--- src/sv/fctlc_pkg.sv ---
`timescale 1ns / 1ps

package fctlc_pkg;

  // Default ring size.
  localparam int NUM_LEDS_DEFAULT = 4;

  // Frame bytes.
  localparam logic [7:0] FRAME_START    = 8'h02;
  localparam logic [7:0] FRAME_SIZE     = 8'h01;
  localparam logic [7:0] FRAME_RESERVED = 8'h00;
  localparam logic [7:0] FRAME_END      = 8'h03;

  // Register reset values.
  localparam logic [7:0]  COMMAND_TYPE_RESET     = 8'h20;
  localparam logic [7:0]  MAX_SECONDS_RESET      = 8'd30;
  localparam logic [15:0] STEP_TICKS_RESET       = 16'd150;
  localparam logic [15:0] TICKS_PER_SECOND_RESET = 16'd1000;

  localparam int CFG_DATA_W  = 16;
  localparam int CFG_INDEX_W = 2;

  typedef enum logic [CFG_INDEX_W-1:0] {
    REG_COMMAND_TYPE     = 2'd0,
    REG_MAX_SECONDS      = 2'd1,
    REG_STEP_TICKS       = 2'd2,
    REG_TICKS_PER_SECOND = 2'd3
  } cfg_reg_t;

  typedef enum logic {
    OP_BYTE = 1'b0,
    OP_TICK = 1'b1
  } opcode_t;

  typedef struct packed {
    logic       opcode;
    logic [7:0] rx_byte;
  } in_item_t;

  typedef struct packed {
    logic [3:0] led_mask;
    logic       running;
    logic       command_accepted;
  } out_item_t;

endpackage

--- src/sv/framed_command_timed_led_chaser.sv ---
`timescale 1ns / 1ps

// A result transaction is offered in the cycle after its input transaction is accepted.
// Throughput: one input transaction per cycle; in_ready drops only while a result
// waits in the output register and the downstream side is stalled.
// Reset (rst, synchronous, active high) clears the deframer, the run state and the
// output register, and loads the configuration registers with their defaults.
module framed_command_timed_led_chaser #(
  parameter int NUM_LEDS = fctlc_pkg::NUM_LEDS_DEFAULT
) (
  input  logic                                clk,
  input  logic                                rst,
  input  logic                                in_valid,
  output logic                                in_ready,
  input  fctlc_pkg::in_item_t                 in_data,
  output logic                                out_valid,
  input  logic                                out_ready,
  output fctlc_pkg::out_item_t                out_data,
  input  logic                                cfg_we,
  input  logic [fctlc_pkg::CFG_INDEX_W-1:0]   cfg_index,
  input  logic [fctlc_pkg::CFG_DATA_W-1:0]    cfg_data
);

  import fctlc_pkg::*;

  localparam int LitW = $clog2(NUM_LEDS);
  localparam logic [LitW-1:0] LastLed = LitW'(NUM_LEDS - 1);

  // Deframer states, one-hot.
  typedef enum logic [5:0] {
    PS_START   = 6'b000001,
    PS_LEN     = 6'b000010,
    PS_TYPE    = 6'b000100,
    PS_PAYLOAD = 6'b001000,
    PS_RSVD    = 6'b010000,
    PS_END     = 6'b100000
  } parse_state_t;

  // Configuration registers.
  logic [7:0]  command_type;
  logic [7:0]  max_seconds;
  logic [15:0] step_ticks;
  logic [15:0] ticks_per_second;

  // Block state.
  parse_state_t    parse_state, parse_state_next;
  logic [7:0]      frame_type, frame_type_next;
  logic [7:0]      frame_payload, frame_payload_next;
  logic [LitW-1:0] lit_index, lit_index_next;
  logic            run_active, run_active_next;
  logic [23:0]     ticks_left, ticks_left_next;
  logic [15:0]     step_count, step_count_next;
  logic            accepted;
  logic [15:0]     step_inc;
  logic [23:0]     run_length;

  out_item_t result_next;
  logic      in_fire;

  // The output register parts the two sides: a new transaction is taken whenever
  // the register is empty or its content leaves in this same cycle.
  assign in_ready = !out_valid || out_ready;
  assign in_fire  = in_valid && in_ready;

  always_ff @(posedge clk) begin
    if (rst) begin
      command_type     <= COMMAND_TYPE_RESET;
      max_seconds      <= MAX_SECONDS_RESET;
      step_ticks       <= STEP_TICKS_RESET;
      ticks_per_second <= TICKS_PER_SECOND_RESET;
    end else if (cfg_we) begin
      case (cfg_reg_t'(cfg_index))
        REG_COMMAND_TYPE:     command_type     <= cfg_data[7:0];
        REG_MAX_SECONDS:      max_seconds      <= cfg_data[7:0];
        REG_STEP_TICKS:       step_ticks       <= cfg_data;
        REG_TICKS_PER_SECOND: ticks_per_second <= cfg_data;
        default: ;
      endcase
    end
  end

  // Run length in ticks; an 8 by 16 bit product exactly fills the 24-bit counter.
  assign run_length = frame_payload * ticks_per_second;
  assign step_inc   = step_count + 16'd1;

  always_comb begin
    parse_state_next   = parse_state;
    frame_type_next    = frame_type;
    frame_payload_next = frame_payload;
    lit_index_next     = lit_index;
    run_active_next    = run_active;
    ticks_left_next    = ticks_left;
    step_count_next    = step_count;
    accepted           = 1'b0;

    if (in_data.opcode == OP_BYTE) begin
      case (parse_state)
        PS_START: parse_state_next = (in_data.rx_byte == FRAME_START) ? PS_LEN : PS_START;
        PS_LEN:   parse_state_next = (in_data.rx_byte == FRAME_SIZE) ? PS_TYPE : PS_START;
        PS_TYPE: begin
          frame_type_next  = in_data.rx_byte;
          parse_state_next = PS_PAYLOAD;
        end
        PS_PAYLOAD: begin
          frame_payload_next = in_data.rx_byte;
          parse_state_next   = PS_RSVD;
        end
        PS_RSVD: parse_state_next = (in_data.rx_byte == FRAME_RESERVED) ? PS_END : PS_START;
        PS_END: begin
          // The stored type and payload must both qualify, and the end byte must match.
          accepted = (in_data.rx_byte == FRAME_END) && (frame_type == command_type) &&
                     (frame_payload != 8'd0) && (frame_payload <= max_seconds);
          parse_state_next = PS_START;
        end
        default: parse_state_next = PS_START;
      endcase

      // A valid command starts a fresh run, also on top of one in progress.
      if (accepted) begin
        run_active_next = 1'b1;
        lit_index_next  = '0;
        step_count_next = '0;
        ticks_left_next = run_length;
      end
    end else if (run_active) begin
      if (ticks_left == 24'd0) begin
        // The tick after the last counted one ends the run.
        run_active_next = 1'b0;
        lit_index_next  = '0;
        step_count_next = '0;
      end else begin
        ticks_left_next = ticks_left - 24'd1;
        if (step_inc >= step_ticks) begin
          step_count_next = '0;
          lit_index_next  = (lit_index == LastLed) ? '0 : lit_index + LitW'(1);
        end else begin
          step_count_next = step_inc;
        end
      end
    end

    // Only the first four LEDs are visible on the mask.
    for (int i = 0; i < 4; i++) begin
      result_next.led_mask[i] = run_active_next && (int'(lit_index_next) == i);
    end
    result_next.running          = run_active_next;
    result_next.command_accepted = accepted;
  end

  always_ff @(posedge clk) begin
    if (rst) begin
      parse_state   <= PS_START;
      frame_type    <= '0;
      frame_payload <= '0;
      lit_index     <= '0;
      run_active    <= 1'b0;
      ticks_left    <= '0;
      step_count    <= '0;
    end else if (in_fire) begin
      parse_state   <= parse_state_next;
      frame_type    <= frame_type_next;
      frame_payload <= frame_payload_next;
      lit_index     <= lit_index_next;
      run_active    <= run_active_next;
      ticks_left    <= ticks_left_next;
      step_count    <= step_count_next;
    end
  end

  // Result register: loaded on every accepted input transaction.
  always_ff @(posedge clk) begin
    if (rst) begin
      out_valid <= 1'b0;
    end else if (in_fire) begin
      out_valid <= 1'b1;
    end else if (out_ready) begin
      out_valid <= 1'b0;
    end
  end

  always_ff @(posedge clk) begin
    if (in_fire) begin
      out_data <= result_next;
    end
  end

  // An idle block keeps the ring and step counter cleared.
  assert property (@(posedge clk) disable iff (rst)
    !run_active |-> (lit_index == '0) && (step_count == '0))
    else $error("idle block holds a stale LED index or step count");

  // A completed command always shows a run at LED 0.
  assert property (@(posedge clk) disable iff (rst)
    out_valid && out_data.command_accepted |-> out_data.running && out_data.led_mask[0])
    else $error("accepted command without a run starting at LED 0");

  // At most one LED lit, and none without a run.
  assert property (@(posedge clk) disable iff (rst)
    out_valid |-> $onehot0(out_data.led_mask) &&
                  (out_data.running || (out_data.led_mask == 4'd0)))
    else $error("LED mask is not one-hot while running or not dark while idle");

  // Every accepted input transaction leaves a result in the output register.
  assert property (@(posedge clk) disable iff (rst)
    in_valid && in_ready |=> out_valid)
    else $error("accepted input transaction produced no result");

endmodule

--- config.mk ---
export PLATFORM = sky130hd
export DESIGN_NAME = framed_command_timed_led_chaser
export DESIGN_NICKNAME = d
export VERILOG_FILES = /design/src/sv/fctlc_pkg.sv /design/src/sv/framed_command_timed_led_chaser.sv
export SDC_FILE = /design/constraint.sdc
export NUM_CORES = 1
export LEC_CHECK = 0
export BUFFER_PORTS_ARGS = -buffer_cell sky130_fd_sc_hd__buf_2
export CAP_MARGIN = 20
export CORE_AREA = 8 8 181 183
export CTS_CLUSTER_SIZE = 24
export DETAILED_ROUTE_END_ITERATION = 6
export DIE_AREA = 0 0 189 191
export PLACE_DENSITY_LB_ADDON = 0.3
export SYNTH_ARGS = -nofsm -noshare
export SYNTH_HDL_FRONTEND = slang
export SYNTH_SLANG_ARGS = --single-unit
--- constraint.sdc ---
create_clock -name clk -period 5.23 [get_ports clk]
set_clock_uncertainty 0.1 [all_clocks]
set_input_delay 0.2615 -clock clk [delete_from_list [all_inputs] [get_ports clk]]
set_output_delay 0.2615 -clock clk [all_outputs]
set_load 0.005 [all_outputs]
After elaboration in Yosys (flattened, before gate mapping)
Index checks and enable logic that the tools add are counted.
- add/subtract/negate cells: 3
- $mul: 1
- magnitude comparators: 2
- equal/unequal tests: 19
- muxes and demuxes: 27
- bitwise logic cells: 1
- reduce and logical (&&, ||, !) cells: 26
- operators by type and width (operator ; number):
    $mux W24 ; 4
    $mux W16 ; 5
    $pmux W6 S5 ; 1
    $logic_not A24 Y1 ; 1
    $mul A8 B16 Y24 ; 1
    $sub A24 B1 Y24 const B ; 1
    $add A16 B1 Y16 const B ; 1
    $eq A8 B2 Y1 const B ; 2
    $ge A16 B16 Y1 ; 1
    $mux W2 ; 7
    $eq A2 B2 Y1 const B ; 5
    $reduce_and A2 Y1 ; 5
    $reduce_and A3 Y1 ; 3
    $eq A8 B1 Y1 const B ; 1
    $eq A8 B8 Y1 ; 1
    $le A8 B8 Y1 ; 1
    $logic_and A1 B1 Y1 ; 8
    $logic_not A8 Y1 ; 1
    $mux W1 ; 8
    $reduce_bool A8 Y1 ; 1
    $eq A6 B1 Y1 const B ; 1
    $eq A6 B2 Y1 const B ; 1
    $eq A6 B3 Y1 const B ; 1
    $eq A6 B4 Y1 const B ; 1
    other kinds (14) ; 17
- register bits: 120
- input bits: 32
- output and inout port bits: 8
- word-level logic and storage cells: 94

Logic depth before layout (Yosys ltp)
Gate-level depths: netlist of the first run.
- depth after elaboration: 10
- depth in mapped cells: 19

Worst setup path before layout of the first run
Ideal clock, no wire load.
- path kind: reg-to-reg
- from: reg frame_payload[7]
- to: reg ticks_left[21]
- setup time: 116 ps
- arrival: 4646 ps
- required time: 5014 ps
- setup slack: 368 ps
- stages on the path, launching flop included: 19
- buffers on the path: 1
- period minus slack after synthesis: 4862 ps
- cells stage by stage: dfxtp_1 -> buf_1 -> nand2_1 -> fa_1 -> fa_1 -> inv_1 -> fa_1 -> inv_1 -> fa_1 -> inv_1 -> ha_1 -> o21a_1 -> o31a_1 -> o21ai_1 -> o31ai_1 -> a41o_1 -> a21oi_1 -> xnor2_1 -> a41o_1
- longest elaborated chain between the ends: 7
- RTL lines (element ; line ; RTL):
    from (decl) ; framed_command_timed_led_chaser.sv:48 ; logic [7:0] frame_payload, frame_payload_next;
    from (signal assigned) ; framed_command_timed_led_chaser.sv:162 ; frame_payload <= frame_payload_next;
    branches (longest 7 deep; another with $mul A8 B16 Y24) ; -- ;
    to (signal assigned) ; framed_command_timed_led_chaser.sv:165 ; ticks_left <= ticks_left_next;
    to (decl) ; framed_command_timed_led_chaser.sv:51 ; logic [23:0] ticks_left, ticks_left_next;
Several ways; the timed one is not identified. The select of a mux whose other input is x is not followed.
A chain may end at the register's enable or synchronous reset.

Worst setup path in the final report of the first run
- from: reg ticks_per_second[1]
- to: reg ticks_left[22]
- longest elaborated chain between the ends: 3
- RTL lines (element ; line ; RTL):
    from (decl) ; framed_command_timed_led_chaser.sv:43 ; logic [15:0] ticks_per_second;
    from (signal assigned) ; framed_command_timed_led_chaser.sv:76 ; REG_TICKS_PER_SECOND: ticks_per_second <= cfg_data;
    $mul A8 B16 Y24 ; framed_command_timed_led_chaser.sv:83 ; assign run_length = frame_payload * ticks_per_second;
    $mux W24 ; framed_command_timed_led_chaser.sv:119 ; if (accepted) begin
    $mux W24 ; framed_command_timed_led_chaser.sv:96 ; if (in_data.opcode == OP_BYTE) begin
No other way between the ends. The select of a mux whose other input is x is not followed.

==> impl_metrics.py, run 1 <==
metrics = {
    "pwr": {
        "cellLeakagePower_uw": 0.00540,
        "comb_power_share_pct": 5.1,
        "switchingPower_uw": 540,
        "p_seq_share_pct": 40.0,
        "ir_worst_vdd_uv": 261,
        "clock_power_share_pct": 54.9,
        "p_sw_share_pct": 22.6,
        "cellPowerDensity_nw_per_um2": 205,
        "internal-power_uw": 1850,
    },
    "worst_setup_path": {
        "cp-end-kind": "flip-flop",
        "critPathTopFamily": "adder cells",
        "crit_top_cell": "fa_1",
        "cp.arrival_ns": 5.22,
        "cpMaxStageDelayCell": "fa_1",
        "crit_path_max_incr_delay_ns": 0.55,
        "crit_required_ns": 5.44,
        "start_kind": "flip-flop",
        "path_cells": "nand2_1, fa_1, fa_1, inv_1, fa_1, inv_1, fa_1, inv_1, ha_1, a21oi_1, o21ai_0, a21oi_1, nand3_1, a31oi_1, o21ai_0, xnor2_1, o21ai_1",
        "worst-path-buf-inv": 3,
        "crit_fanout": 9,
        "crit_type": "flip-flop to flip-flop",
    },
    "timing": {
        "slew_headroom_pct": 36.1,
        "drv_slew": 0,
        "tns_ns": 0,
        "rsz0062_at_grt": "false",
        "finalSetupViolations": 0,
        "post-route-min-period_ns": 5.01,
        "max_freq_ghz": 0.199,
        "period_share_pct": 95.9,
        "worst_pin_slew_ns": 0.958,
        "hold_violations": 0,
    },
    "cts": {
        "clockBufferDepth": 2,
        "cts_tree": "done",
        "cts_buffers": 17,
        "htreeDepth": 4,
        "cts_sinks": 120,
        "clock_latency_ns": 0.43,
        "clk_pin_slew_ns": 0.06,
        "postCtsSetupRepairBufs": 0,
        "root_buffer": "clkbuf_16",
    },
    "floorplanning": {
        "die_h_microns": 191,
        "pin_count": 40,
        "die_x_microns": 189,
        "core_sq_um": 30000,
        "dieArea_sq_um": 36100,
        "start_util_pct": 34.1,
        "placementRows": 64,
    },
    "finish": {
        "antenna_cells": 0,
        "layout.nets": 1459,
        "drive_gt1_share_pct": 9.35,
        "syn2layout_area_growth_pct": 13.5,
        "utilization_pct": 38.7,
    },
    "detailed_routing": {
        "drc_errors": 0,
        "via_per_inst": 4.93,
        "first_pass_iters": 5,
        "vias": 8275,
        "wire_per_inst_microns": 14.8,
        "routed_wl_microns": 24800,
        "drt_iter0_markers": 469,
        "antenna_left": 0,
    },
    "yosys": {
        "syn_area_sq_um": 10300,
        "avgSynthCellArea_sq_um": 8.31,
        "synth.top_cell.area_share_pct": 22.3,
        "synth_top_flop_cell": "dfxtp_1",
        "synthArstFlopShare_pct": 0,
        "netlist-cell-type-count": 68,
        "yosys.area.top_type": "dfxtp_1",
        "synth-edff-count": 6,
        "syn-num-nets": 1422,
        "ys_seq_area_share_pct": 24.0,
        "synth-seq-cells": 120,
        "ys_top_cells_by_area": "dfxtp_1 (22%), fa_1 (16%), ha_1 (8.8%), and2_1 (6.6%), nand2_1 (5.8%)",
        "postSynthCellCount": 1234,
        "yosysWarnings": 0,
    },
    "global_routing": {
        "grt_pass1_wl_microns": 41600,
        "track_usage_pct": 14.0,
        "grt_overflow": 0,
        "grt_pass1_vias": 8177,
        "grt_max_degree": 83,
        "antenna_found_initial": 0,
    },
    "placement": {
        "hpwl_microns": 19100,
        "io_buffers": 39,
        "place.gp.congestion": 0.868,
    },
    "run_status": {
        "status": "finished, final reports clean",
    },
    "run": {
        "maxCapViolations": 0,
    },
    "min_path": {
        "holdCritPathClass": "primary input to flip-flop",
    },
}
-- final timing paths --
| check | startpoint | to | slack (ns) | cells after the start |
|---|---|---|---|---|
| worst max-delay path | ticks_per_second[1] | ticks_left[22] | 0.22 | 17 |
| worst min-delay path | in_data[3] | frame_type[3] | 0.03 | 3 |
| worst max register to register | ticks_per_second[1] | ticks_left[22] | 0.22 | 17 |
| worst min register to register | step_ticks[15] | step_ticks[15] | 0.35 | 2 |
-- stage by stage --
| stage | power, uW | worst slack, ns | cell area, sq um | hold WS [ns] | cells |
|---|---|---|---|---|---|
| after detailed placement | 1090 | 0.0857 | 10900 | 0.347 | 1639 |
| after global placement | 1090 | 0.156 | 10900 | 0.343 | 1638 |
| final | 2390 | 0.217 | 11600 | 0.0268 | 1679 |
| after CTS | 2420 | 0.0936 | 11600 | 0.000148 | 1679 |
| after floorplan | 1040 | 0.368 | 10300 | 0.286 | 1234 |
| after global routing | 2470 | 0.0281 | 11600 | 0.0206 | 1679 |
-- sequential cells by signal (all words and copies together), names as in the netlist --
| signal | count |
|---|---|
| ticks_left | 24 |
| step_count | 16 |
| step_ticks | 16 |
| ticks_per_second | 16 |
| command_type | 8 |
| frame_payload | 8 |
| frame_type | 8 |
| max_seconds | 8 |
| out_data | 6 |
| parse_state | 6 |
| lit_index | 2 |
| out_valid | 1 |
| run_active | 1 |
-- cells in the final DEF, fill, tap and decap left out, types with 16 or more instances in the layout --
master	instances
buf_4	16
clkbuf_16	19
and2_1	108
nand2b_1	19
nor2_1	77
a21o_1	17
o21ai_1	16
nor3_1	17
fa_1	84
inv_1	141
dfxtp_1	108
nand3_1	32
o21ai_0	37
nand2_1	159
buf_2	39
xnor2_1	29
mux2i_1	29
a21oi_1	79
ha_1	72
-- tightest hold or removal path, delay by kind of cell --
kind,cells,cell delay (ns)
muxes,1,0.07
and+or+nand+nor,1,0.07
buffers and inverters,1,0.12
-- Yosys cell counts, drive strengths merged, types with 6 or more instances --
| cell type | instances |
|---|---|
| a211oi | 13 |
| a21o | 17 |
| a21oi | 81 |
| a22oi | 6 |
| a31oi | 7 |
| and2 | 108 |
| and3 | 7 |
| buf | 20 |
| clkbuf | 27 |
| dfxtp | 114 |
| edfxtp | 6 |
| fa | 84 |
| ha | 72 |
| inv | 141 |
| mux2i | 29 |
| nand2 | 161 |
| nand2b | 19 |
| nand3 | 32 |
| nand4 | 13 |
| nor2 | 77 |
| nor2b | 6 |
| nor3 | 23 |
| nor4 | 9 |
| o211ai | 7 |
| o21a | 6 |
| o21ai | 54 |
| or2 | 7 |
| xnor2 | 29 |
| xor2 | 7 |
-- logic make-up (layout without fill, tap and decap cells) --
logic type / after synthesis / after routing / share of synthesized area (%)
and+or+nand+nor: 481 / 481 / 24.2
buffers and inverters: 188 / 237 / 7.15
AOI/OAI and AO/OA: 224 / 224 / 13.6
DFF: 120 / 120 / 24.0
muxes: 29 / 29 / 2.83
xor gates and xnor gates: 36 / 36 / 3.08
adders and majority gates: 156 / 156 / 25.2
-- timing repair --
| action | CTS | global route |
|---|---|---|
| hold buffers | 9 | 0 |
| gates resized for setup | 0 | 7 |
| hold endpoints to repair | 17 | 0 |
| endpoints found under the setup margin | 0 | 9 |
-- per-layer routing --
layer / vias to the layer above / track usage [%] / part of all wire (%)
met5: - / 0 / 0
met4: 0 / 4.00 / 1.4
met3: 24 / 2.61 / 3.4
met2: 133 / 22.4 / 45
met1: 3943 / 18.9 / 50
li1: 4175 / - / -
-- cell type report --
| type | count | area (sq um) |
|---|---|---|
| clock inverters | 9 | 159 |
| fillers | 3058 | 18400 |
| flip-flops and latches | 120 | 2470 |
| repair buffers | 65 | 417 |
| well taps | 396 | 495 |
| multi-input cells | 926 | 7070 |
| inverters | 141 | 529 |
| clock buffers | 22 | 497 |
-- power groups by stage --
stage                     sequential, uW  clock [uW]  combinational [uW]
final                                955        1310                 121
after global routing                 956        1380                 137
after floorplan                      967           0                69.9
after CTS                            955        1340                 122
after global placement               974           0                 115
after detailed placement             974           0                 117
(Power assumes the default switching activity.)
==> run 2, diff against run 1 <==
clock period = 4.6 ns   (was 5.23 ns; I/O delays follow)
==> run 2 against run 1 <==
Effect of this change:
- final cell count increased by 4.1%
- register-to-register slack got worse by 0.17 ns
- utilization grew 2.9 points
- combinational power increased by 27%
- routed wire length rose by 7.5%
- sequential power rose by 13%
- critical endpoint is now ticks_left[21]
==> impl_metrics.py, run 2 (synthesis gave the netlist of run 1 again) <==
metrics = {
    "worst_setup_path": {
        "r2r_cells": 18,
        "start_kind": "flip-flop",
        "cp.arrival_ns": 4.76,
        "r2r_setup_slack_ns": 0.05,
        "cp-end-kind": "flip-flop",
        "r2r-end": "ticks_left[21]",
        "crit_fanout": 7,
        "crit_required_ns": 4.81,
        "crit_type": "flip-flop to flip-flop",
        "r2r-start": "frame_payload[4]",
    },
    "global_routing": {
        "grt_max_degree": 83,
        "antenna_found_initial": 0,
        "grt_pass1_wl_microns": 43400,
        "grt_overflow": 0,
        "grt_pass1_vias": 8668,
        "track_usage_pct": 14.5,
    },
    "finish": {
        "largest_register_ffs": 24,
        "largest-register": "ticks_left",
        "multiInputGateArea_sq_um": 7440,
        "layout_common_cells": "nand2_1 (155), inv_1 (130), and2_1 (98), dfxtp_1 (97), fa_1 (77)",
        "final_common_cell": "nand2_1",
        "drive_gt1_share_pct": 20.1,
        "seq_area_sq_um": 2500,
        "fill_cells": 3008,
        "antenna_cells": 0,
        "syn2layout_area_growth_pct": 22.1,
        "layout.nets": 1526,
        "finalInstanceArea_sq_um": 12500,
    },
    "detailed_routing": {
        "drc_errors": 0,
        "vias": 8632,
        "antenna_left": 0,
        "first_pass_iters": 6,
        "via_per_inst": 4.94,
        "wire_per_inst_microns": 15.2,
        "routed_wl_microns": 26600,
        "drt_iter0_markers": 476,
    },
    "pwr": {
        "p_total_uw": 2610,
        "ir_worst_vdd_uv": 206,
        "cellPowerDensity_nw_per_um2": 208,
        "cellLeakagePower_uw": 0.00573,
    },
    "placement": {
        "hpwl_microns": 20100,
        "place.gp.congestion": 0.824,
        "dpl_worst_slack_ns": -0.177,
        "io_buffers": 39,
        "placed_cell_area_sq_um": 11300,
    },
    "timing": {
        "drv_slew": 0,
        "slew_headroom_pct": 32.0,
        "max_freq_ghz": 0.220,
        "worst_pin_slew_ns": 1.02,
        "post-route-min-period_ns": 4.55,
        "rsz0062_at_grt": "true",
        "finalSetupViolations": 0,
        "tns_ns": 0,
        "period_share_pct": 98.9,
        "setup_ws_ns": 0.0517,
        "hold_violations": 0,
    },
    "cts": {
        "root_buffer": "clkbuf_16",
        "cts_buffers": 17,
        "htreeDepth": 4,
        "clk_pin_slew_ns": 0.06,
        "cts_sinks": 120,
        "clock_latency_ns": 0.43,
        "cts_tree": "done",
        "clockBufferDepth": 2,
    },
    "floorplanning": {
        "placementRows": 64,
        "pin_count": 40,
        "core_sq_um": 30000,
        "start_util_pct": 34.1,
        "die_h_microns": 191,
        "dieArea_sq_um": 36100,
        "die_x_microns": 189,
    },
    "run_status": {
        "status": "finished, final reports clean",
    },
    "run": {
        "maxCapViolations": 0,
    },
    "min_path": {
        "hold_start": "in_data[7]",
        "hold_path_end": "frame_type[7]",
        "holdCritPathClass": "primary input to flip-flop",
        "holdPathStages": 3,
    },
}
[run 2: cell types whose count changed in the layout (fill, tap and decap cells not counted), moves of 11 or more]
cell / change
dfxtp_1: -11
ha_4: +11
inv_1: -11
ha_1: -12
buf_4: +56
inv_2: +11
[run 2: per-layer routing]
metal	vias up	part of all wire (%)	track usage [%]
li1	4319	-	-
met1	4136	48	19.2
met2	145	47	24.3
met3	32	2.9	2.28
met4	0	1.6	3.70
met5	-	0	0
[run 2: worst max-delay path by stage]
stage	cells past startpoint	endpoint	slack, ns	start
after detailed placement	16	ticks_left[21]	-0.18	frame_payload[2]
after global placement	17	ticks_left[21]	-0.12	frame_payload[2]
after floorplan	17	ticks_left[19]	0.02	frame_payload[6]
after global routing	18	ticks_left[21]	-0.15	frame_payload[4]
after CTS	17	ticks_left[21]	-0.02	frame_payload[4]
final	18	ticks_left[21]	0.05	frame_payload[4]
[run 2: repair_timing]
action,4_1_cts,5_1_grt
endpoints found under the hold margin,16,0
hold buffers,11,0
resized for setup,40,81
pin swaps,29,87
endpoints found under the setup margin,12,16
setup buffers,6,8
cloned,0,0
[run 2: report_power, final]
| part | switching [uW] | internal, uW |
|---|---|---|
| clock | 541 | 834 |
| combinational | 96.9 | 56.8 |
| sequential | 16.8 | 1060 |
[run 2: area by class of cell]
type | count | area share (%)
Clock buffer | 20 | 3.65
Timing Repair Buffer | 132 | 7.66
Inverter | 141 | 4.23
Clock inverter | 12 | 1.09
Tap cell | 396 | 3.96
Multi-Input combinational cell | 926 | 59.4
Sequential cell | 120 | 20.0
[run 2: through the flow]
step / util, % / hold WS (ns) / instances
floorplan: - / 0.254 / 1234
global placement: 37.6 / 0.341 / 1690
detailed placement: 37.6 / 0.347 / 1691
CTS: 40.5 / 0.00434 / 1740
global route: 41.7 / 0.0134 / 1747
finish: 41.7 / 0.00810 / 1747
[run 2: critical path, cell delays in order (launching register included)]
cell	delay, ns
dfxtp_4	0.39
buf_6	0.14
nand2_4	0.05
fa_1	0.48
fa_1	0.52
inv_1	0.05
fa_1	0.49
inv_2	0.04
fa_1	0.54
inv_2	0.05
ha_4	0.27
o21a_1	0.12
o31a_1	0.20
o21ai_4	0.10
o31ai_4	0.30
a41o_1	0.23
a21oi_2	0.06
xnor2_1	0.12
a41o_1	0.20
==> run 3, diff against run 2 <==
CORE_AREA = 2 2 175 177   (was 8 8 181 183)
DIE_AREA = 0 0 177 179   (was 0 0 189 191)
SLEW_MARGIN = 20   (was unset)
==> run 3 against run 2 <==
Effect of this change:
- global-route usage increased by 2.7 points
- largest cell class unchanged
- via count up 1.3%
- critical endpoint unchanged
- clock-buffer cell count shrank 1
- largest power group unchanged
==> impl_metrics.py, run 3 (synthesis gave the netlist of run 1 again) <==
metrics = {
    "run_status": {
        "status": "finished, final reports clean",
    },
    "worst_setup_path": {
        "crit_path_max_incr_delay_ns": 0.51,
        "crit_top_cell": "fa_1",
        "cp.arrival_ns": 4.77,
        "start_kind": "flip-flop",
        "worst-path-buf-inv": 5,
        "path_cells": "buf_4, and2_4, fa_1, fa_1, fa_1, inv_1, fa_1, inv_2, ha_4, a21oi_2, buf_4, o21ai_2, o21ai_2, o31ai_2, buf_4, a41o_1, a21oi_2, xnor2_1, a41o_1",
        "crit_required_ns": 4.81,
        "crit_fanout": 5,
        "crit_type": "flip-flop to flip-flop",
        "critPathTopFamily": "adder cells",
        "cp-end-kind": "flip-flop",
        "cpMaxStageDelayCell": "fa_1",
    },
    "detailed_routing": {
        "antenna_left": 0,
        "via_per_inst": 4.99,
        "wire_per_inst_microns": 15.3,
        "routed_wl_microns": 26800,
        "drc_errors": 0,
        "first_pass_iters": 6,
        "drt_iter0_markers": 532,
        "vias": 8747,
    },
    "timing": {
        "tns_ns": 0,
        "drv_slew": 0,
        "hold_violations": 0,
        "finalSetupViolations": 0,
        "worst_pin_slew_ns": 0.999,
        "rsz0062_at_grt": "true",
        "max_freq_ghz": 0.219,
        "slew_headroom_pct": 33.4,
        "holdWs_ns": 0.000840,
        "period_share_pct": 99.1,
        "post-route-min-period_ns": 4.56,
    },
    "global_routing": {
        "grt_pass1_vias": 8556,
        "antenna_found_initial": 1,
        "grt_pass1_wl_microns": 43400,
        "grt_util_met3_pct": 2.57,
        "grt_overflow": 0,
        "track_usage_pct": 17.2,
        "top_usage_layer": "met2",
        "gr-usage-met1_pct": 23.1,
        "use_met2_pct": 29.2,
        "grt_max_degree": 83,
    },
    "floorplanning": {
        "core_sq_um": 30000,
        "start_util_pct": 34.1,
        "die_x_microns": 177,
        "die_h_microns": 179,
        "placementRows": 64,
        "dieArea_sq_um": 31700,
        "pin_count": 40,
    },
    "placement": {
        "dp_cells": 1693,
        "place.gp.congestion": 0.851,
        "hpwl_microns": 20000,
        "io_buffers": 39,
        "placed_cell_area_sq_um": 11300,
    },
    "finish": {
        "antenna_cells": 0,
        "layout_common_cells": "nand2_1 (154), inv_1 (124), dfxtp_1 (98), and2_1 (93), fa_1 (78)",
        "layout.nets": 1532,
        "syn2layout_area_growth_pct": 22.9,
        "largest-register": "ticks_left",
        "largest_register_ffs": 24,
        "final_common_cell": "nand2_1",
        "layoutNonFillerInstCount": 1753,
        "drive_gt1_share_pct": 21.1,
        "utilization_pct": 42.0,
        "finalInstanceArea_sq_um": 12600,
    },
    "cts": {
        "root_buffer": "clkbuf_16",
        "clockBufferDepth": 2,
        "clock_latency_ns": 0.42,
        "htreeDepth": 4,
        "cts_sinks": 120,
        "cts_buffers": 17,
        "clk_pin_slew_ns": 0.06,
        "cts_tree": "done",
    },
    "pwr": {
        "ir_worst_vdd_uv": 244,
        "clock_power_share_pct": 52.8,
        "cellPowerDensity_nw_per_um2": 207,
        "comb_power_share_pct": 5.8,
        "cellLeakagePower_uw": 0.00572,
        "switchingPower_uw": 687,
        "internal-power_uw": 1930,
        "p_seq_share_pct": 41.4,
        "p_sw_share_pct": 26.3,
    },
    "min_path": {
        "holdCritPathClass": "primary input to flip-flop",
    },
    "run": {
        "maxCapViolations": 0,
    },
}
-- run 3: cell count changes in the layout (fill, tap and decap cells not counted), moves of 3 or more --
cell,delta
inv_2,+5
buf_4,+4
and2_4,+5
inv_1,-6
xnor2_1,+3
xnor2_2,-3
and2_1,-5
-- run 3: what timing repair did --
item | CTS | global route
cloned | 0 | 0
endpoints found under the setup margin | 13 | 14
setup buffers | 9 | 8
hold buffers | 11 | 0
resized for setup | 48 | 81
endpoints found under the hold margin | 19 | 0
pin swaps | 36 | 83
-- run 3: per-layer routing --
| layer | share of wire (%) | up-vias |
|---|---|---|
| met5 | 0 | - |
| met4 | 1.2 | 0 |
| met3 | 4.1 | 26 |
| met2 | 48 | 180 |
| met1 | 47 | 4220 |
| li1 | - | 4321 |
-- run 3: path summary, 6_finish.rpt --
check	from	to	slack [ns]	cells past startpoint
max reg2reg	frame_payload[5]	ticks_left[21]	0.04	19
min reg2reg	step_ticks[9]	step_ticks[9]	0.36	2
max	frame_payload[5]	ticks_left[21]	0.04	19
min	cfg_data[5]	step_ticks[5]	0.0008	3
-- run 3: per-stage QoR --
stage                     setup slack (ns)  total power [uW]
final                               0.0435              2610
after global routing                -0.116              2690
after CTS                          0.00638              2630
after detailed placement            -0.191              1250
after global placement              -0.126              1250
after floorplan                     0.0225              1180
-- run 3: final cells by class --
type	instances	area, sq um
Fill cell	2994	17400
Multi-Input combinational cell	926	7470
Sequential cell	120	2500
Timing Repair Buffer	138	1010
Inverter	141	532
Tap cell	396	495
Clock buffer	19	464
Clock inverter	13	131
-- run 3: power groups by stage --
stage                     registers, uW  clock network [uW]  logic (uW)
after floorplan                    1100                   0        79.4
after global placement             1100                   0         142
after detailed placement           1110                   0         144
after CTS                          1080                1400         151
after global routing               1080                1440         169
final                              1080                1380         152
-- run 3: worst register-to-register path, stage by stage (launching register included) --
cell and delay [ns]:
dfxtp_4 0.35, buf_4 0.15, and2_4 0.15, fa_1 0.48, fa_1 0.51, fa_1 0.51
inv_1 0.05, fa_1 0.51, inv_2 0.04, ha_4 0.27, a21oi_2 0.06, buf_4 0.13
o21ai_2 0.07, o21ai_2 0.09, o31ai_2 0.22, buf_4 0.18, a41o_1 0.17, a21oi_2 0.06
xnor2_1 0.13, a41o_1 0.20
